### src/rtl/kdeh_pkg.sv
// ----------------------------------------------------------------------------
// Key debounce and hold timer package
// Shared types, codes and defaults for the key debouncer with long-press hold.
// ----------------------------------------------------------------------------
`default_nettype none

package kdeh_pkg;

  // Fixed widths of the key fields, counters, hold timer and configuration.
  localparam int unsigned KEY_W   = 4;
  localparam int unsigned CNT_W   = 8;
  localparam int unsigned HOLD_W  = 16;
  localparam int unsigned CONF_W  = 2;
  localparam int unsigned CFG_W   = 16;

  // Default number of debounced keys.
  localparam int unsigned KEY_COUNT_DEF = 4;

  // Request kinds.
  localparam logic KIND_SCAN = 1'b0;
  localparam logic KIND_TICK = 1'b1;

  // Configuration register indexes.
  typedef logic [1:0] cfg_idx_t;
  localparam cfg_idx_t CFG_DEBOUNCE_LIMIT = 2'd0;
  localparam cfg_idx_t CFG_HOLD_TICKS     = 2'd1;
  localparam cfg_idx_t CFG_CONFIRM_KEY    = 2'd2;

  // Configuration reset values.
  localparam logic [CNT_W-1:0]  LIMIT_RST   = 8'd20;
  localparam logic [HOLD_W-1:0] HOLD_RST    = 16'd3000;
  localparam logic [CONF_W-1:0] CONFIRM_RST = 2'd0;

  // Hold timer phases.
  typedef enum logic [1:0] {
    HOLD_IDLE     = 2'd0,
    HOLD_COUNTING = 2'd1,
    HOLD_REACHED  = 2'd2
  } hold_phase_e;

  // Input request: a key scan sample or a hold timer tick.
  typedef struct packed {
    logic             kind;
    logic [KEY_W-1:0] raw_keys;
  } kdeh_in_t;

  // Result of one request.
  typedef struct packed {
    logic [KEY_W-1:0] stable_keys;
    logic [KEY_W-1:0] press_edges;
    logic [KEY_W-1:0] release_edges;
    logic [1:0]       hold_state;
  } kdeh_out_t;

endpackage : kdeh_pkg

`default_nettype wire

### src/rtl/key_debounce_edge_hold.sv
// Path: a request is held in the input register, then passes the compute stage
// into the result register, where it waits until it is taken.
// Throughput: one request per cycle while results are taken; the per-key counters and the hold timer
// all update in the single compute stage between the two registers.
// Reset clears the debounce counters, the stable keys and the hold timer, and
// loads the configuration registers with limit 20, hold 3000 ticks, key 0.
// ----------------------------------------------------------------------------
// Integrating key debouncer with edge detection and long-press hold
// Debounces each key with an up/down counter, reports press and release edges
// per scan, and times a long press of the confirm key in timer ticks.
// ----------------------------------------------------------------------------
`default_nettype none

module key_debounce_edge_hold #(
  parameter int unsigned KeyCount = kdeh_pkg::KEY_COUNT_DEF
) (
  input  wire logic                 clk_i,
  input  wire logic                 rst_ni,
  // Request channel
  input  wire logic                 in_valid_i,
  output logic                      in_ready_o,
  input  wire kdeh_pkg::kdeh_in_t   in_data_i,
  // Result channel
  output logic                      out_valid_o,
  input  wire logic                 out_ready_i,
  output kdeh_pkg::kdeh_out_t       out_data_o,
  // Configuration write channel
  input  wire logic                 cfg_valid_i,
  output logic                      cfg_ready_o,
  input  wire kdeh_pkg::cfg_idx_t   cfg_index_i,
  input  wire logic [kdeh_pkg::CFG_W-1:0] cfg_data_i
);

  import kdeh_pkg::*;

  localparam int unsigned ExtW = KeyCount + KEY_W;

  // Configuration registers
  logic [CNT_W-1:0]  limit_q;
  logic [HOLD_W-1:0] hold_ticks_q;
  logic [CONF_W-1:0] confirm_q;

  // Pipeline registers
  logic      s1_valid_q, s1_valid_d;
  kdeh_in_t  s1_data_q;
  logic      out_valid_q, out_valid_d;
  kdeh_out_t out_data_q, out_data_d;
  logic      in_accept;
  logic      advance;

  // Block state
  logic [CNT_W-1:0]    cnt_q [KeyCount];
  logic [CNT_W-1:0]    cnt_d [KeyCount];
  logic [KeyCount-1:0] filt_q, filt_d, filt_scan;
  hold_phase_e         phase_q, phase_d;
  logic [HOLD_W-1:0]   rem_q, rem_d;

  // Compute stage signals
  logic                is_scan;
  logic [ExtW-1:0]     raw_ext;
  logic [KeyCount-1:0] raw_k;
  logic [ExtW-1:0]     confirm_ext;
  logic [KeyCount-1:0] confirm_mask;
  logic [KeyCount-1:0] press, release_k;
  logic                confirm_press, confirm_release;
  logic                rem_last;
  logic [ExtW-1:0]     stable_ext, press_ext, release_ext;

  // Configuration writes are always taken.
  assign cfg_ready_o = 1'b1;

  always_ff @(posedge clk_i or negedge rst_ni) begin
    if (!rst_ni) begin
      limit_q      <= LIMIT_RST;
      hold_ticks_q <= HOLD_RST;
      confirm_q    <= CONFIRM_RST;
    end else if (cfg_valid_i) begin
      unique case (cfg_index_i)
        CFG_DEBOUNCE_LIMIT: limit_q      <= cfg_data_i[CNT_W-1:0];
        CFG_HOLD_TICKS:     hold_ticks_q <= cfg_data_i[HOLD_W-1:0];
        CFG_CONFIRM_KEY:    confirm_q    <= cfg_data_i[CONF_W-1:0];
        default: ;
      endcase
    end
  end

  // Handshake: the compute stage moves whenever the result register is free.
  assign advance     = s1_valid_q && (!out_valid_q || out_ready_i);
  assign in_ready_o  = !s1_valid_q || !out_valid_q || out_ready_i;
  assign in_accept   = in_valid_i && in_ready_o;
  assign out_valid_o = out_valid_q;
  assign out_data_o  = out_data_q;

  always_comb begin
    s1_valid_d = s1_valid_q;
    if (in_accept) begin
      s1_valid_d = 1'b1;
    end else if (advance) begin
      s1_valid_d = 1'b0;
    end
  end

  always_comb begin
    out_valid_d = out_valid_q;
    if (advance) begin
      out_valid_d = 1'b1;
    end else if (out_ready_i) begin
      out_valid_d = 1'b0;
    end
  end

  // Widen the fixed raw field to the key count; missing keys read low.
  assign is_scan = (s1_data_q.kind == KIND_SCAN);
  assign raw_ext = {{KeyCount{1'b0}}, s1_data_q.raw_keys};
  assign raw_k   = raw_ext[KeyCount-1:0];

  // One-hot mask of the confirm key; an index past the last key matches none.
  assign confirm_ext  = ExtW'(1) << confirm_q;
  assign confirm_mask = confirm_ext[KeyCount-1:0];

  // Per-key integrating counters.
  always_comb begin
    for (int k = 0; k < KeyCount; k++) begin
      cnt_d[k]     = cnt_q[k];
      filt_scan[k] = filt_q[k];
      if (is_scan) begin
        if (raw_k[k]) begin
          // Count up to one past the limit; the bit sets when the limit is passed.
          if ((cnt_q[k] <= limit_q) && (cnt_q[k] != {CNT_W{1'b1}})) begin
            cnt_d[k] = cnt_q[k] + CNT_W'(1);
            if (cnt_q[k] == limit_q) begin
              filt_scan[k] = 1'b1;
            end
          end
        end else if (cnt_q[k] != '0) begin
          // Count down; the bit clears when the counter reaches zero.
          cnt_d[k] = cnt_q[k] - CNT_W'(1);
          if (cnt_q[k] == CNT_W'(1)) begin
            filt_scan[k] = 1'b0;
          end
        end
      end
    end
  end

  // Edges against the previous scan's stable state.
  assign filt_d    = filt_scan;
  assign press     = is_scan ? (filt_scan & ~filt_q) : '0;
  assign release_k = is_scan ? (filt_q & ~filt_scan) : '0;

  assign confirm_press   = |(press & confirm_mask);
  assign confirm_release = |(release_k & confirm_mask);
  assign rem_last        = (rem_q <= HOLD_W'(1));

  // Hold timer next state.
  always_comb begin
    phase_d = phase_q;
    if (is_scan) begin
      if (confirm_release) begin
        phase_d = HOLD_IDLE;
      end else if (confirm_press) begin
        phase_d = HOLD_COUNTING;
      end
    end else begin
      unique case (phase_q)
        HOLD_IDLE:     phase_d = HOLD_IDLE;
        HOLD_COUNTING: phase_d = rem_last ? HOLD_REACHED : HOLD_COUNTING;
        HOLD_REACHED:  phase_d = HOLD_REACHED;
        default:       phase_d = phase_q;
      endcase
    end
  end

  // Hold timer countdown.
  always_comb begin
    rem_d = rem_q;
    if (is_scan) begin
      if (confirm_release) begin
        rem_d = '0;
      end else if (confirm_press) begin
        rem_d = hold_ticks_q;
      end
    end else if (phase_q == HOLD_COUNTING) begin
      rem_d = rem_last ? '0 : (rem_q - HOLD_W'(1));
    end
  end

  // Result assembly, narrowed back to the fixed field width.
  assign stable_ext  = {{KEY_W{1'b0}}, filt_d};
  assign press_ext   = {{KEY_W{1'b0}}, press};
  assign release_ext = {{KEY_W{1'b0}}, release_k};

  always_comb begin
    out_data_d.stable_keys   = stable_ext[KEY_W-1:0];
    out_data_d.press_edges   = press_ext[KEY_W-1:0];
    out_data_d.release_edges = release_ext[KEY_W-1:0];
    out_data_d.hold_state    = phase_d;
  end

  // Control and state registers.
  always_ff @(posedge clk_i or negedge rst_ni) begin
    if (!rst_ni) begin
      s1_valid_q  <= 1'b0;
      out_valid_q <= 1'b0;
      filt_q      <= '0;
      phase_q     <= HOLD_IDLE;
      rem_q       <= '0;
      for (int k = 0; k < KeyCount; k++) begin
        cnt_q[k] <= '0;
      end
    end else begin
      s1_valid_q  <= s1_valid_d;
      out_valid_q <= out_valid_d;
      if (advance) begin
        filt_q  <= filt_d;
        phase_q <= phase_d;
        rem_q   <= rem_d;
        for (int k = 0; k < KeyCount; k++) begin
          cnt_q[k] <= cnt_d[k];
        end
      end
    end
  end

  // Payload registers.
  always_ff @(posedge clk_i) begin
    if (in_accept) begin
      s1_data_q <= in_data_i;
    end
    if (advance) begin
      out_data_q <= out_data_d;
    end
  end

endmodule : key_debounce_edge_hold

`default_nettype wire

### config.mk
export PLATFORM = sky130hd
export DESIGN_NAME = key_debounce_edge_hold
export DESIGN_NICKNAME = d
export VERILOG_FILES = /design/src/rtl/kdeh_pkg.sv /design/src/rtl/key_debounce_edge_hold.sv
export SDC_FILE = /design/constraint.sdc
export NUM_CORES = 1
export LEC_CHECK = 0
export BUFFER_PORTS_ARGS = -buffer_cell sky130_fd_sc_hd__buf_2
export CORE_AREA = 10 10 119 121
export CTS_CLUSTER_DIAMETER = 100
export DETAILED_ROUTE_END_ITERATION = 12
export DIE_AREA = 0 0 129 131
export GPL_TIMING_DRIVEN = 0
export PLACE_DENSITY = 0.71
export SYNTH_ARGS = -nofsm -noshare
export SYNTH_HDL_FRONTEND = slang
export SYNTH_SLANG_ARGS = --single-unit
### constraint.sdc
create_clock -name clk_i -period 2.45 [get_ports clk_i]
set_clock_uncertainty 0.1 [all_clocks]
set_input_delay 0.245 -clock clk_i [delete_from_list [all_inputs] [get_ports clk_i]]
set_output_delay 0.245 -clock clk_i [all_outputs]
set_load 0.01 [all_outputs]
==> metrics.yaml <==
outcome:
  status: "complete, but fails checks"
  violations: "negative setup slack"
logic_synthesis:
  synth_cell_types: 64
  syn-num-nets: 727
  syn_inst: 649
  synth_top_area_cell: "dfrtp_1"
  synth.most_common_cell: "dfrtp_1"
  synth_flop_cell: "dfrtp_1"
  yosysSeqAreaShare_pct: 41.6
  synth-warning-count: 0
  avgSynthCellArea_um2: 9.75
  ys_async_sr_fraction_pct: 81.2
  synth.cell_area_mm2: 0.00633
  synth_common_cells: "dfrtp_1, o21ai_0, ha_1, nand2_1, nor2_1"
  ys_ff_latch: 101
  yosys-top-cells-area: "dfrtp_1, ha_1, edfxtp_1, o21ai_0, mux2_2"
  synth_edf_count: 19
  synth_top_area_share_pct: 28.9
timing:
  finalHoldViolCount: 0
  finalCritPeriodShare_pct: 108
  finalSetupViolations: 21
  clock.fmax_ghz: 0.379
  setup_tns_ns: -2.01
  slew-limit-headroom_pct: 48.6
  finalMaxSlewViolations: 0
  setup_slack_ns: -0.191
  rsz0062_at_grt: "true"
  min_period_ns: 2.64
  whs_ns: 0.0116
  worst_slew_pin_slew_ns: 0.767
pwr:
  combPwrFrac_pct: 42.8
  sw_frac_of_total_pct: 41.0
  clock_power_share_pct: 19.7
  seqPwrFrac_pct: 37.5
  power_density_mw_per_mm2: 968
  internal_power_mw: 4.40
  p_switching_mw: 3.06
  peakVddDrop_mv: 0.809
  leakage_nw: 3.08
global_route:
  grt_pass1_wl_um: 28000
  grt_pass1_vias: 5522
  grt_start_max_net_pins: 54
  grt_usage_pct: 20.8
  grt_antenna_before_repair: 0
  overflow: 0
layout:
  instances_no_fill: 887
  nNetsFinal: 813
  fin_util_pct: 65.2
  diodes: 0
  drive_above_1_share_pct: 26.5
  areaGrowthSynthToFinish_pct: 21.8
placed_design:
  globalplace.congestion: 0.910
  pre_cts_slack_ns: -0.504
  place_inst: 840
  dp_hpwl_um: 11800
  portBuffers: 43
routing:
  post_drt_wl_per_cell_um: 19.9
  routed_wl_um: 17600
  num_vias: 5614
  vias_per_cell: 6.33
  firstDrtPassIters: 5
  drc: 0
  drtIter0Drc: 527
  ant_nets: 0
critical_path:
  worstSetupPathType: "flop to flop"
  critPathArrivalTime_ns: 2.65
  crit_required_ns: 2.46
  cp_max_fo: 8
  cp-end-kind: "flop"
  setup.worst_path.start_class: "flop"
clock_network:
  htree_levels: 3
  cts.sinks: 101
  cts_tree: "done"
  clk_latency_ns: 0.36
  clk_path_buf_depth: 2
  clockRootBuffer: "clkbuf_16"
  cts_buffers: 9
  clkTransAtPathRegs_ns: 0.07
die:
  std_cell_rows: 40
  start_util_pct: 53.6
  dieHeight_um: 131
  core_region_area_mm2: 0.0118
  dieArea_mm2: 0.0169
  ios: 45
  die_w_um: 129
flow_run:
  maxCapViolCount: 0
hold_path:
  min_path_type: "input pin to flop"
## sequential cells by signal (all words and copies together), names as in the netlist, 2 cells and up
register and flops:
cnt_q 32, hold_ticks_q 16, rem_q 16, out_data_o 14, limit_q 8, filt_q 4, raw_k 4, confirm_q 2
phase_q 2
## metrics by stage
| stage | power [mW] | instance area [um^2] |
|---|---|---|
| 6_report | 7.45 | 7700 |
| 5_1_grt | 7.95 | 7700 |
| 4_1_cts | 7.11 | 7460 |
| 3_5_place_dp | 5.39 | 6800 |
| 3_3_place_gp | 5.23 | 6770 |
| 2_1_floorplan | 4.63 | 6370 |
## cell usage in the layout, fill, tap and decap left out, types with 8 or more instances in the layout
cell,instances
buf_2,52
dfstp_2,9
mux2_2,22
o21ai_0,31
or3_1,8
nor3_1,18
edfxtp_1,19
dfrtp_1,68
ha_1,45
buf_4,22
clkbuf_16,11
o211ai_1,13
xor2_1,15
xnor2_1,11
clkbuf_1,11
nand3_1,22
a21oi_1,32
nor2_1,32
inv_1,19
o21ai_2,10
nand2_1,39
o21ai_1,18
nand4_1,23
nor2b_1,10
## path summary, 6_finish.rpt
check,startpoint,to,slack (ns),depth (start not counted)
max,cnt_q[17],out_data_o[1],-0.19,11
max in group asynchronous,rst_ni,limit_q[2],1.32,3
min reg2reg,hold_ticks_q[2],hold_ticks_q[2],0.42,1
min,cfg_data_i[12],hold_ticks_q[12],0.01,2
min in group asynchronous,rst_ni,rem_q[14],0.27,2
max reg2reg,cnt_q[17],out_data_o[1],-0.19,11
## routing by layer
metal  track usage [%]  wire length, um  vias to the layer above
li1                  -                -                     2602
met5                 0                0                        -
met4              7.49              388                        0
met1              25.2             7220                     2759
met3              4.43             1010                       35
met2              35.9             9010                      218
## layout make-up
class / count / area (um^2)
multi-input combinational: 492 / 3770
clock inverter: 5 / 37.5
sequential: 101 / 2640
buffer: 29 / 160
inverter: 27 / 106
timing repair buffer: 75 / 527
clock buffer: 11 / 275
fill: 937 / 4110
tap: 147 / 184
## critical path: stages, from the launching register on
cell      delay [ns]
dfrtp_1         0.45
inv_1           0.13
ha_1            0.24
nor3b_2         0.26
nand4b_1        0.20
and4_1          0.23
buf_2           0.18
o2111a_2        0.17
buf_8           0.15
buf_8           0.13
a21oi_2         0.12
nor2_1          0.05
## power groups by stage
stage | logic, mW | clock network, mW | registers [mW]
2_1_floorplan | 2.04 | 0 | 2.59
3_3_place_gp | 2.50 | 0 | 2.73
5_1_grt | 3.54 | 1.56 | 2.85
3_5_place_dp | 2.64 | 0 | 2.75
4_1_cts | 2.89 | 1.50 | 2.72
6_report | 3.19 | 1.47 | 2.80
## cell families after synthesis
kind of cell             synth area share (%)
AND/OR/NAND/NOR                          19.3
AO/OA/AOI/OAI                            17.6
flip-flops                               41.6
buffers and inverters                    3.74
adder cells (fa/ha/maj)                  9.89
XOR/XNOR                                 3.60
multiplexers                             4.23
other                                  0.0593
## what timing repair did
item | 4_1_cts | 5_1_grt
pin swaps | 24 | 10
endpoints found under the setup margin | 34 | 46
resized for setup | 61 | 42
endpoints found under the hold margin | 35 | 0
buffers inserted | 15 | 7
cloned | 3 | 0
hold buffers | 7 | 0
(Power assumes the default switching activity.)
